===== src/sv/lpcc_pkg.sv =====
// Shared types, constants and tables for the line position and color classifier.
// No dependencies; every other file refers to this package by scoped names.
`timescale 1ns / 1ps

package lpcc_pkg;

  localparam int DIV_LAT   = 32;  // one quotient bit per stage
  localparam int DIV_NUM_W = 32;
  localparam int DIV_DEN_W = 16;

  localparam int PD_W       = 10;
  localparam int CNT_W      = 16;
  localparam int STR_FRAC   = 12;
  localparam int STR_W      = STR_FRAC + 1;
  localparam int RATIO_FRAC = 8;
  localparam int RATIO_W    = 31;
  localparam int RATIO_SCALE = 100 << RATIO_FRAC;
  localparam int SCALE_W    = 15;
  localparam int COEF_W     = 16;
  localparam int PROD_W     = 48;
  localparam int DEC_W      = 50;
  localparam int N_CLASS    = 4;
  localparam int N_CH       = 3;

  localparam int WSUM_W  = 16;
  localparam int TOTAL_W = 15;
  localparam int POS_W   = 15;
  localparam int QPOS_W  = 14;

  localparam int CAL_PD_W = 20;
  localparam int CAL_C_W  = 32;
  localparam int CFG_IDX_W = 3;

  localparam int IN_TDATA_W  = 104;
  localparam int OUT_TDATA_W = 40;

  // Classifier result leaves its module this many stages after its inputs.
  localparam int CLS_LAT   = DIV_LAT + 3;
  localparam int COLOR_DLY = DIV_LAT - 2;
  localparam int PIPE_LAT  = 2 * DIV_LAT + 3;

  localparam logic [CFG_IDX_W-1:0] CFG_CAL_OL = 3'd0;
  localparam logic [CFG_IDX_W-1:0] CFG_CAL_IL = 3'd1;
  localparam logic [CFG_IDX_W-1:0] CFG_CAL_IR = 3'd2;
  localparam logic [CFG_IDX_W-1:0] CFG_CAL_OR = 3'd3;
  localparam logic [CFG_IDX_W-1:0] CFG_CAL_CW = 3'd4;

  localparam logic [CAL_PD_W-1:0] RST_CAL_OL = 20'd359463;
  localparam logic [CAL_PD_W-1:0] RST_CAL_IL = 20'd345126;
  localparam logic [CAL_PD_W-1:0] RST_CAL_IR = 20'd351269;
  localparam logic [CAL_PD_W-1:0] RST_CAL_OR = 20'd320547;
  localparam logic [CAL_C_W-1:0]  RST_CAL_CW = 32'd655363200;

  typedef enum logic [2:0] {
    CLASS_BLACK = 3'd0,
    CLASS_RED   = 3'd1,
    CLASS_GREEN = 3'd2,
    CLASS_BLUE  = 3'd3,
    CLASS_WHITE = 3'd4
  } color_e;

  typedef enum logic [1:0] {
    STR_DIV  = 2'd0,
    STR_ONE  = 2'd1,
    STR_ZERO = 2'd2
  } str_mode_e;

  // Special-case flags of the color channel that ride along the divider.
  typedef struct packed {
    logic white;
    logic zero;
  } cls_flags_t;

  // Classifier weights scaled by 10000, rows black, red, green, blue.
  localparam logic signed [COEF_W-1:0] COEFF [N_CLASS][N_CH] = '{
    '{ 16'sd1129,    16'sd743,    -16'sd1    },
    '{ 16'sd29690,  -16'sd9396,    16'sd4897 },
    '{-16'sd13199,   16'sd17235,  -16'sd9846 },
    '{-16'sd19934,   16'sd5089,    16'sd15674 }
  };
  localparam logic signed [DEC_W-1:0] ICPT [N_CLASS] = '{
    -50'sd77428, -50'sd936174, -50'sd38712, -50'sd57054
  };

endpackage


===== src/sv/lpcc_div.sv =====
// Pipelined restoring divider, one quotient bit per stage, unsigned.
// Depends on lpcc_pkg for its widths and depth.
`timescale 1ns / 1ps

module lpcc_div (
  input  logic                           clk_i,
  input  logic                           rst_ni,
  input  logic                           en_i,
  input  logic [lpcc_pkg::DIV_NUM_W-1:0] num_i,
  input  logic [lpcc_pkg::DIV_DEN_W-1:0] den_i,
  output logic [lpcc_pkg::DIV_NUM_W-1:0] quo_o
);

  localparam int NW = lpcc_pkg::DIV_NUM_W;
  localparam int DW = lpcc_pkg::DIV_DEN_W;
  localparam int L  = lpcc_pkg::DIV_LAT;

  logic [NW-1:0] num_q [L];
  logic [NW-1:0] num_d [L];
  logic [NW-1:0] quo_q [L];
  logic [NW-1:0] quo_d [L];
  logic [DW-1:0] rem_q [L];
  logic [DW-1:0] rem_d [L];
  logic [DW-1:0] den_q [L];
  logic [DW-1:0] den_d [L];

  always_comb begin
    logic [NW-1:0] s_num, s_quo;
    logic [DW-1:0] s_rem, s_den;
    logic [DW:0]   trial;
    logic          ge;
    for (int k = 0; k < L; k++) begin
      if (k == 0) begin
        s_num = num_i;
        s_quo = '0;
        s_rem = '0;
        s_den = den_i;
      end else begin
        s_num = num_q[k-1];
        s_quo = quo_q[k-1];
        s_rem = rem_q[k-1];
        s_den = den_q[k-1];
      end
      trial    = {s_rem, s_num[NW-1]};
      ge       = trial >= {1'b0, s_den};
      rem_d[k] = ge ? DW'(trial - {1'b0, s_den}) : trial[DW-1:0];
      quo_d[k] = {s_quo[NW-2:0], ge};
      num_d[k] = {s_num[NW-2:0], 1'b0};
      den_d[k] = s_den;
    end
  end

  // Datapath only; the caller tracks which stages hold live transactions.
  always_ff @(posedge clk_i) begin
    if (en_i) begin
      num_q <= num_d;
      quo_q <= quo_d;
      rem_q <= rem_d;
      den_q <= den_d;
    end
  end

  assign quo_o = quo_q[L-1];

  // rst_ni is unused by the datapath; keep it referenced for the assertion.
  // Stages that have not yet seen real data hold unknown values and are skipped.
  property p_rem_below_den;
    @(posedge clk_i) disable iff (!rst_ni)
      den_q[L-1] != '0 && !$isunknown({rem_q[L-1], den_q[L-1]}) |->
        rem_q[L-1] < den_q[L-1];
  endproperty
  a_rem_below_den: assert property (p_rem_below_den)
    else $error("divider remainder not below divisor");

  a_quo_shift: assert property (@(posedge clk_i) disable iff (!rst_ni)
    en_i |=> quo_q[1][NW-1:1] === $past(quo_q[0][NW-2:0]))
    else $error("divider quotient did not shift between stages");

  a_den_carry: assert property (@(posedge clk_i) disable iff (!rst_ni)
    en_i |=> den_q[L-1] === $past(den_q[L-2]))
    else $error("divider divisor lost between stages");

endmodule


===== config.mk =====
export PLATFORM = sky130hd
export DESIGN_NAME = lpcc_div
export DESIGN_NICKNAME = d
export VERILOG_FILES = /design/src/sv/lpcc_pkg.sv /design/src/sv/lpcc_div.sv
export SDC_FILE = /design/constraint.sdc
export NUM_CORES = 2
export LEC_CHECK = 0
export BUFFER_PORTS_ARGS = -buffer_cell sky130_fd_sc_hd__buf_2
export CAP_MARGIN = 20
export CORE_ASPECT_RATIO = 1.25
export CORE_MARGIN = 4
export CORE_UTILIZATION = 25
export CTS_CLUSTER_DIAMETER = 50
export DETAILED_ROUTE_END_ITERATION = 16
export GPL_ROUTABILITY_DRIVEN = 0
export PLACE_DENSITY_LB_ADDON = 0.3
export SLEW_MARGIN = 20
export SYNTH_ARGS = -nofsm -noshare
export SYNTH_HDL_FRONTEND = slang
export SYNTH_SLANG_ARGS = --single-unit

===== constraint.sdc =====
create_clock -name clk_i -period 4.3 [get_ports clk_i]
set_clock_uncertainty 0.15 [all_clocks]
set_input_delay 0.43 -clock clk_i [delete_from_list [all_inputs] [get_ports clk_i]]
set_output_delay 0.43 -clock clk_i [all_outputs]
set_load 0.01 [all_outputs]

==> reports/qor.csv <==
metric;value;unit
status;completed;
Initial DRT Pass Iterations;6;
area growth from synthesis to layout;18.7;%
GRT overflow;0;
Critical Path RT;4.73;ns
Final Max Slew Viols;0;
DRC;0;
GR Util All Layers;0.0887;
Post-DP HPWL;116000;um
PD cells;712;nW/um2
top cell type by total area after synthesis;edfxtp_1;
worst hold path class;in -> reg;
Post-synth top flop;edfxtp_1;
Setup crit start kind;flop;
met1 Track Usage GR;0.0948;
Post-Route WL;170000;um
unrepaired setup endpoints after global routing;false;
Setup CP Type;reg -> reg;
Async S/R FF share, synth;0;
GR peak layer;met2;
Fmax;263;MHz
EDFF count, synth;2016;
YS warnings;0;
Final min period;3.80;ns
clk sinks;2016;
largest net degree at the start of global routing;125;
Yosys top cell area share;0.671;
GRT met3 Usage;0.0181;
Die W;545;um
initial antenna violation count;1;
Setup Total Neg Slack;0;ns
drt wl/cell;14.6;um
Synth Instances;6297;
count of cell types in the netlist;85;
overall power;0.0762;W
synth top area cells;edfxtp_1 67%, ha_1 6.9%, mux2_2 3.6%, inv_1 2.7%, xnor2_1 2.0%;
CTS tree;done;
Initial Util;0.251;
final hold vios;0;
Yosys reg bits;2016;
share of layout cells above drive strength 1;0.137;
Worst-Margin Slew;1.06;ns
Final Core Density;0.298;
period utilisation layout;0.884;
row cnt;246;
NumNets Final;7311;
top-count cell post-synth;edfxtp_1;
Post-DRT Antenna Nets;0;
syn_area_per_cell;14.3;um2
CP Data Arrival Time;4.23;ns
vias;50100;
clock root buffer;clkbuf_16;
chip height;680;um
Post-Syn Area;90200;um2
Mapped Nets;6876;
Via-to-Cell Ratio;4.30;
Setup crit end kind;flop;
post-CTS setup buffer count;0;
CTS clk-pin slew, worst paths;0.06;ns
clk_lat worst skew;0.90;ns
Peak VDD IR;0.291;mV
PortBufs;81;
die area;371000;um2
CTS buffer count;274;
first-pass GRT wire length;273000;um
max-cap violation count;0;
Worst slew margin;0.290;
CP max FO;17;
Resized cells post-CTS;0;
H-tree level count;5;
vias in the first global route;52400;
final setup fails;0;
met2 Use GR;0.165;
Core Area;359000;um2
sequential cell area fraction in the yosys report;0.671;
list of most frequent post-synthesis cells;2,016 x edfxtp_1, 643 x inv_1, 498 x ha_1;
CTS max path bufs;4;
I/O pins;83;
Iter 0 DRT Violations;2729;
P_leak;40.4;nW
==> worst max-delay path: stages (launching register included) <==
cell      delay, ns
edfxtp_1       0.48
inv_1          0.08
ha_1           0.29
nor2b_1        0.13
o21a_1         0.18
o21a_1         0.20
o31a_1         0.33
a211oi_1       0.55
o21ai_0        0.23
a21oi_1        0.17
buf_4          0.28
mux2_2         0.38
==> cell type report <==
class / count / area [um2]
diodes: 1 / 2.50
clock buffers: 313 / 7050
clock inverters: 179 / 2180
fillers: 35600 / 252000
inverters: 644 / 2420
multi-input cells: 3572 / 27100
flip-flops and latches: 2016 / 60500
well taps: 4712 / 5900
repair buffers: 224 / 1920
==> layout by cell type, fill, tap and decap left out, drive strengths merged, types with 91 or more instances in the layout <==
cell | Yosys | final
edfxtp | 2016 | 2016
nor3 | 126 | 126
inv | 643 | 679
nor2 | 379 | 379
clkbuf | 40 | 313
buf | 25 | 175
a21oi | 308 | 308
o21ai | 265 | 265
mux2 | 296 | 296
xnor2 | 203 | 203
a21o | 133 | 133
xor2 | 110 | 110
ha | 498 | 498
nand2 | 252 | 252
clkinv | 1 | 91
o21a | 94 | 94
==> power by group <==
| group | internal (W) | switching [W] |
|---|---|---|
| registers | 0.0268 | 0.00184 |
| clock network | 0.0138 | 0.00897 |
| logic | 0.0115 | 0.0132 |
| total | 0.0522 | 0.0240 |
==> sequential cells by signal (all words and copies together), names as in the netlist <==
| signal | flops |
|---|---|
| rem_q | 496 |
| quo_o | 32 |
| num_q | 31 |
| den_d | 496 |
| num_d | 465 |
| quo_d | 496 |
==> cells by family (layout without fill, tap and decap cells) <==
| family | after synthesis | count (layout) | synth area share |
|---|---|---|---|
| XOR/XNOR | 313 | 313 | 0.0304 |
| flip-flops | 2016 | 2016 | 0.671 |
| AO/OA/AOI/OAI | 1198 | 1198 | 0.0870 |
| multiplexers | 352 | 352 | 0.0434 |
| AND/OR/NAND/NOR | 1181 | 1181 | 0.0624 |
| buffers and inverters | 709 | 1360 | 0.0300 |
| other | 0 | 1 | 0 |
| adder cells (fa/ha/maj) | 528 | 528 | 0.0757 |
==> per-layer routing <==
layer	vias to the layer above	part of all wire	wire, um
li1	24600	-	-
met1	24200	0.39	66200
met2	894	0.52	88000
met3	455	0.041	6930
met4	0	0.050	8560
met5	-	0	0
==> stage by stage <==
stage | area, um2 | std cells | hold slack (ns) | setup slack [ns]
after floorplan | 90200 | 6297 | 0.250 | 1.04
after global placement | 97300 | 11100 | 0.250 | 0.564
after detailed placement | 97300 | 11100 | 0.255 | 0.515
after CTS | 107000 | 11700 | 0.00494 | 0.480
after global routing | 107000 | 11700 | 0.0239 | 0.314
final | 107000 | 11700 | 0.0950 | 0.499
==> final timing paths <==
check	from	end	slack, ns	cells after the start
max	den_d[289]	rem_q[298]	0.50	11
min	en_i	num_d[980]	0.09	1
max reg2reg	den_d[289]	rem_q[298]	0.50	11
min reg2reg	quo_d[545]	quo_d[514]	0.23	0
==> timing repair <==
item / in CTS / in global routing
hold buffers: 49 / 0
hold endpoints to repair: 63 / 0
setup endpoints to repair: 0 / 0
No activity file was read; power rests on OpenSTA's default activity.
