--- src/sv/lpcc_pkg.sv ---
// Shared types, constants and tables for the line position and color classifier.
// No dependencies; every other file refers to this package by scoped names.
`timescale 1ns / 1ps

package lpcc_pkg;

  localparam int DIV_LAT   = 32;  // one quotient bit per stage
  localparam int DIV_NUM_W = 32;
  localparam int DIV_DEN_W = 16;

  localparam int PD_W       = 10;
  localparam int CNT_W      = 16;
  localparam int STR_FRAC   = 12;
  localparam int STR_W      = STR_FRAC + 1;
  localparam int RATIO_FRAC = 8;
  localparam int RATIO_W    = 31;
  localparam int RATIO_SCALE = 100 << RATIO_FRAC;
  localparam int SCALE_W    = 15;
  localparam int COEF_W     = 16;
  localparam int PROD_W     = 48;
  localparam int DEC_W      = 50;
  localparam int N_CLASS    = 4;
  localparam int N_CH       = 3;

  localparam int WSUM_W  = 16;
  localparam int TOTAL_W = 15;
  localparam int POS_W   = 15;
  localparam int QPOS_W  = 14;

  localparam int CAL_PD_W = 20;
  localparam int CAL_C_W  = 32;
  localparam int CFG_IDX_W = 3;

  localparam int IN_TDATA_W  = 104;
  localparam int OUT_TDATA_W = 40;

  // Classifier result leaves its module this many stages after its inputs.
  localparam int CLS_LAT   = DIV_LAT + 3;
  localparam int COLOR_DLY = DIV_LAT - 2;
  localparam int PIPE_LAT  = 2 * DIV_LAT + 3;

  localparam logic [CFG_IDX_W-1:0] CFG_CAL_OL = 3'd0;
  localparam logic [CFG_IDX_W-1:0] CFG_CAL_IL = 3'd1;
  localparam logic [CFG_IDX_W-1:0] CFG_CAL_IR = 3'd2;
  localparam logic [CFG_IDX_W-1:0] CFG_CAL_OR = 3'd3;
  localparam logic [CFG_IDX_W-1:0] CFG_CAL_CW = 3'd4;

  localparam logic [CAL_PD_W-1:0] RST_CAL_OL = 20'd359463;
  localparam logic [CAL_PD_W-1:0] RST_CAL_IL = 20'd345126;
  localparam logic [CAL_PD_W-1:0] RST_CAL_IR = 20'd351269;
  localparam logic [CAL_PD_W-1:0] RST_CAL_OR = 20'd320547;
  localparam logic [CAL_C_W-1:0]  RST_CAL_CW = 32'd655363200;

  typedef enum logic [2:0] {
    CLASS_BLACK = 3'd0,
    CLASS_RED   = 3'd1,
    CLASS_GREEN = 3'd2,
    CLASS_BLUE  = 3'd3,
    CLASS_WHITE = 3'd4
  } color_e;

  typedef enum logic [1:0] {
    STR_DIV  = 2'd0,
    STR_ONE  = 2'd1,
    STR_ZERO = 2'd2
  } str_mode_e;

  // Special-case flags of the color channel that ride along the divider.
  typedef struct packed {
    logic white;
    logic zero;
  } cls_flags_t;

  // Classifier weights scaled by 10000, rows black, red, green, blue.
  localparam logic signed [COEF_W-1:0] COEFF [N_CLASS][N_CH] = '{
    '{ 16'sd1129,    16'sd743,    -16'sd1    },
    '{ 16'sd29690,  -16'sd9396,    16'sd4897 },
    '{-16'sd13199,   16'sd17235,  -16'sd9846 },
    '{-16'sd19934,   16'sd5089,    16'sd15674 }
  };
  localparam logic signed [DEC_W-1:0] ICPT [N_CLASS] = '{
    -50'sd77428, -50'sd936174, -50'sd38712, -50'sd57054
  };

endpackage

--- src/sv/lpcc_div.sv ---
// Pipelined restoring divider, one quotient bit per stage, unsigned.
// Depends on lpcc_pkg for its widths and depth.
`timescale 1ns / 1ps

module lpcc_div (
  input  logic                           clk_i,
  input  logic                           rst_ni,
  input  logic                           en_i,
  input  logic [lpcc_pkg::DIV_NUM_W-1:0] num_i,
  input  logic [lpcc_pkg::DIV_DEN_W-1:0] den_i,
  output logic [lpcc_pkg::DIV_NUM_W-1:0] quo_o
);

  localparam int NW = lpcc_pkg::DIV_NUM_W;
  localparam int DW = lpcc_pkg::DIV_DEN_W;
  localparam int L  = lpcc_pkg::DIV_LAT;

  logic [NW-1:0] num_q [L];
  logic [NW-1:0] num_d [L];
  logic [NW-1:0] quo_q [L];
  logic [NW-1:0] quo_d [L];
  logic [DW-1:0] rem_q [L];
  logic [DW-1:0] rem_d [L];
  logic [DW-1:0] den_q [L];
  logic [DW-1:0] den_d [L];

  always_comb begin
    logic [NW-1:0] s_num, s_quo;
    logic [DW-1:0] s_rem, s_den;
    logic [DW:0]   trial;
    logic          ge;
    for (int k = 0; k < L; k++) begin
      if (k == 0) begin
        s_num = num_i;
        s_quo = '0;
        s_rem = '0;
        s_den = den_i;
      end else begin
        s_num = num_q[k-1];
        s_quo = quo_q[k-1];
        s_rem = rem_q[k-1];
        s_den = den_q[k-1];
      end
      trial    = {s_rem, s_num[NW-1]};
      ge       = trial >= {1'b0, s_den};
      rem_d[k] = ge ? DW'(trial - {1'b0, s_den}) : trial[DW-1:0];
      quo_d[k] = {s_quo[NW-2:0], ge};
      num_d[k] = {s_num[NW-2:0], 1'b0};
      den_d[k] = s_den;
    end
  end

  // Datapath only; the caller tracks which stages hold live transactions.
  always_ff @(posedge clk_i) begin
    if (en_i) begin
      num_q <= num_d;
      quo_q <= quo_d;
      rem_q <= rem_d;
      den_q <= den_d;
    end
  end

  assign quo_o = quo_q[L-1];

  // rst_ni is unused by the datapath; keep it referenced for the assertion.
  // Stages that have not yet seen real data hold unknown values and are skipped.
  property p_rem_below_den;
    @(posedge clk_i) disable iff (!rst_ni)
      den_q[L-1] != '0 && !$isunknown({rem_q[L-1], den_q[L-1]}) |->
        rem_q[L-1] < den_q[L-1];
  endproperty
  a_rem_below_den: assert property (p_rem_below_den)
    else $error("divider remainder not below divisor");

  a_quo_shift: assert property (@(posedge clk_i) disable iff (!rst_ni)
    en_i |=> quo_q[1][NW-1:1] === $past(quo_q[0][NW-2:0]))
    else $error("divider quotient did not shift between stages");

  a_den_carry: assert property (@(posedge clk_i) disable iff (!rst_ni)
    en_i |=> den_q[L-1] === $past(den_q[L-2]))
    else $error("divider divisor lost between stages");

endmodule

--- src/sv/lpcc_lane.sv ---
// One strength lane: maps a sample between black and white levels to 1.0..0.0.
// Depends on lpcc_pkg and lpcc_div.
`timescale 1ns / 1ps

module lpcc_lane (
  input  logic                       clk_i,
  input  logic                       rst_ni,
  input  logic                       en_i,
  input  logic [lpcc_pkg::CNT_W-1:0] val_i,
  input  logic [lpcc_pkg::CNT_W-1:0] blk_i,
  input  logic [lpcc_pkg::CNT_W-1:0] wht_i,
  output logic [lpcc_pkg::STR_W-1:0] str_o
);

  localparam int L = lpcc_pkg::DIV_LAT;

  lpcc_pkg::str_mode_e mode_d;
  lpcc_pkg::str_mode_e mode_q [L];
  logic [lpcc_pkg::DIV_NUM_W-1:0] num;
  logic [lpcc_pkg::DIV_DEN_W-1:0] den;
  logic [lpcc_pkg::DIV_NUM_W-1:0] quo;

  always_comb begin
    if (val_i < blk_i) begin
      mode_d = lpcc_pkg::STR_ONE;
    end else if (val_i > wht_i) begin
      mode_d = lpcc_pkg::STR_ZERO;
    end else if (wht_i == blk_i) begin
      mode_d = lpcc_pkg::STR_ONE;
    end else begin
      mode_d = lpcc_pkg::STR_DIV;
    end
  end

  assign num = lpcc_pkg::DIV_NUM_W'(wht_i - val_i) << lpcc_pkg::STR_FRAC;
  assign den = lpcc_pkg::DIV_DEN_W'(wht_i - blk_i);

  lpcc_div u_div (
    .clk_i  (clk_i),
    .rst_ni (rst_ni),
    .en_i   (en_i),
    .num_i  (num),
    .den_i  (den),
    .quo_o  (quo)
  );

  always_ff @(posedge clk_i) begin
    if (en_i) begin
      mode_q[0] <= mode_d;
      for (int k = 1; k < L; k++) begin
        mode_q[k] <= mode_q[k-1];
      end
    end
  end

  always_comb begin
    case (mode_q[L-1])
      lpcc_pkg::STR_ONE:  str_o = lpcc_pkg::STR_W'(1 << lpcc_pkg::STR_FRAC);
      lpcc_pkg::STR_ZERO: str_o = '0;
      default:            str_o = quo[lpcc_pkg::STR_W-1:0];
    endcase
  end

endmodule

--- config.mk ---
export PLATFORM = sky130hd
export DESIGN_NAME = lpcc_lane
export DESIGN_NICKNAME = d
export VERILOG_FILES = /design/src/sv/lpcc_pkg.sv /design/src/sv/lpcc_div.sv /design/src/sv/lpcc_lane.sv
export SDC_FILE = /design/constraint.sdc
export NUM_CORES = 2
export LEC_CHECK = 0
export BUFFER_PORTS_ARGS = -buffer_cell sky130_fd_sc_hd__buf_4
export CORE_MARGIN = 5
export CORE_UTILIZATION = 39
export CTS_BUF_LIST = sky130_fd_sc_hd__clkbuf_8
export DETAILED_ROUTE_END_ITERATION = 10
export REMOVE_ABC_BUFFERS = 1
export SYNTH_ARGS = -nofsm -noshare
export SYNTH_HDL_FRONTEND = slang
export SYNTH_SLANG_ARGS = --single-unit
--- constraint.sdc ---
create_clock -name clk_i -period 8.1 [get_ports clk_i]
set_input_delay 1.62 -clock clk_i [delete_from_list [all_inputs] [get_ports clk_i]]
set_output_delay 1.62 -clock clk_i [all_outputs]
set_load 0.005 [all_outputs]
==> results.cfg <==
[routing]
detail_route.first_pass.iterations = 5
drt_drc_violations_left = 0
routed_wire_length_per_instance_um = 16.8
detail_route.wirelength_um = 147000
drt_iter0_markers = 2660
via_per_inst = 5.15
antenna_left = 0
vias = 45185

[cts]
ctsHoldBuffers = 0
longest_clk_path_bufs = 3
cts_buffers = 216
cts.repair_timing.setup_buffer_count = 0
cts_tree = done
clk_root_buffer_cell = clkbuf_8
h-tree-depth = 4
worst_setup_hold_path_clk_slew_ps = 60
clock_latency_ps = 950
post_cts.resized_instances = 0
cts_sinks = 1334

[worst_setup_path]
timing.critical_path.max_delay_family = compound AO/OA/AOI/OAI gates
crit_chain = buf_4, inv_1, ha_1, fa_1, nor2b_1, o21ai_0, nand2b_1, a21o_1, a31o_2, a41oi_1, a21oi_1, ha_1, clkinv_1, ha_1, a21oi_1, or4b_1, mux2i_1
timing.critical_path.to_type = flop
setup.worst_path.start_class = input port
worstPathArrival_ps = 5450
critPathKind = in2reg
worstPathBufferInverterCount = 3
cp_slowest_cell = or4b_1
largest_stage_delay_worst_path_ps = 750
critical_path_peak_fanout = 16
critical-path-top-cell-by-count = ha_1
worst_ep_required_time_ps = 8750

[yosys]
synth_top_area_share_pct = 56.2
count_of_mapped_cells_out_of_synthesis = 5993
post-synth-top-area-cell = edfxtp_1
netlist-cell-type-count = 81
mappedNetlistArea_sq_um = 71300
yosys_warnings = 0
synth.top_cells.by_area = edfxtp_1 (56%), ha_1 (9.6%), inv_1 (3.7%)
ys_async_sr_fraction_pct = 0
ys_seq_area_share_pct = 56.2
ys_dominant_reg_cell = edfxtp_1
synth_seq_cells = 1334
synth-edff-count = 1334
syn_area_per_cell_sq_um = 11.9

[grt]
grt_start_max_net_pins = 182
grt_pass1_wl_um = 234000
initial_antenna_violation_count = 2
first_global_vias = 44681
globalRouteOverflowTotal = 0
globalRouteTotalUtil_pct = 15.1

[finish]
mostFrequentLayoutCells = edfxtp_1 (1334), inv_1 (767), ha_1 (544)
final_layout_size_suffix_gt1_share_pct = 10.6
mostFrequentLayoutCell = edfxtp_1
design.final.nets = 6858
syn_to_final_growth_pct = 10.7

[die]
design.core.area_sq_um = 181000
fp.dieArea_sq_um = 191000
start_util_pct = 39.3
pin_count = 64
core.rowCount = 156
die-width_um = 437
dieHeight_um = 437

[place]
io_buffer_count = 62
final_gp_congestion = 0.848
dp_hpwl_um = 107000

[power]
power.ir.vdd_worst_mv = 0.182
cellPowerDensity_nw_per_um2 = 378
power.total_mw = 29.8
p_leak_nw = 31.8

[sta]
final_max_slew_viol_count = 0
relative_slew_margins_pct = 20.6
tightest_slew_ps = 1190
final.setup_skew_ps = 40.3
rsz0062_at_grt = no
final_hold_viol_count = 0
finalCriticalPeriod_ps = 4800
finalSetupViolations = 0
setup_tns_ps = 0
post-route-period-util_pct = 59.2
maxClockFrequency_mhz = 208

[flow_run]
maxCapViolCount = 0

[status]
status = finished, final reports clean

[worst_hold_path]
worstHoldPathType = reg2reg
-- flip-flops by register name, summed over array words and instances (netlist names) --
register	flops
u_div.num_q	17
u_div.den_d	496
u_div.quo_d	78
u_div.num_d	170
mode_q	64
u_div.rem_q	496
u_div.quo_o	13
-- report_power, final --
group          leakage (nW)  switching (mW)  internal (mW)
sequential             13.0           0.993           10.2
combinational          16.4            7.19           5.91
clock                  2.32            2.67           2.93
-- Yosys cell counts, types with 61 or more instances --
cell type	number
a31oi_1	66
edfxtp_1	1334
nor3_1	153
nor2b_1	97
xor2_1	132
nand4_1	68
nand2_1	202
nand3_1	77
inv_1	701
a21o_1	118
xnor2_1	202
ha_1	544
or2_2	61
mux2_2	192
o21ai_0	211
nor2_1	481
o21a_1	74
a21oi_1	515
-- per-stage QoR --
stage | instances | hold WS [ps] | setup slack, ps | util [%] | instance area [sq um]
4_1_cts | 8763 | 406 | 3420 | 43.5 | 78800
5_1_grt | 8766 | 408 | 3130 | 43.5 | 78800
3_5_place_dp | 8383 | 405 | 2380 | 41.2 | 74800
3_3_place_gp | 8383 | 401 | 2480 | 41.2 | 74800
2_1_floorplan | 5919 | 400 | 3230 | - | 70900
6_report | 8768 | 401 | 3300 | 43.5 | 78900
-- layout make-up --
class | count | area [sq um]
fillers | 16799 | 102000
flip-flops and latches | 1334 | 40100
multi-input cells | 3882 | 28300
clock buffers | 216 | 2970
well taps | 2370 | 2970
inverters | 703 | 2640
clock inverters | 164 | 1110
repair buffers | 94 | 813
diodes | 5 | 12.5
-- path summary, 6_finish.rpt --
kind	cells past startpoint	slack [ps]	end	start
setup / recovery	17	3300	u_div.rem_q[496]	wht_i[0]
hold / removal	0	400	mode_q[1][26]	mode_q[1][24]
setup reg to reg	7	4290	u_div.rem_q[211]	u_div.rem_q[231]
hold reg to reg	0	400	mode_q[1][26]	mode_q[1][24]
-- per-layer routing --
metal / vias up / GRT usage (%) / routed length (um)
met4: 0 / 5.91 / 5060
li1: 22554 / - / -
met2: 796 / 26.1 / 71900
met3: 296 / 2.56 / 5060
met1: 21539 / 18.8 / 65000
met5: - / 0 / 0
-- logic make-up (layout without fill, tap and decap cells) --
family	count (synthesis)	after routing	share of synthesized area, %
adders and majority gates	576	576	10.5
AOI/OAI and AO/OA	1342	1342	12.0
and+or+nand+nor	1416	1416	9.79
xor gates and xnor gates	334	334	4.11
buffers and inverters	777	1177	4.14
muxes	214	214	3.34
DFF	1334	1334	56.2
other	0	5	0
(Power assumes the default switching activity.)
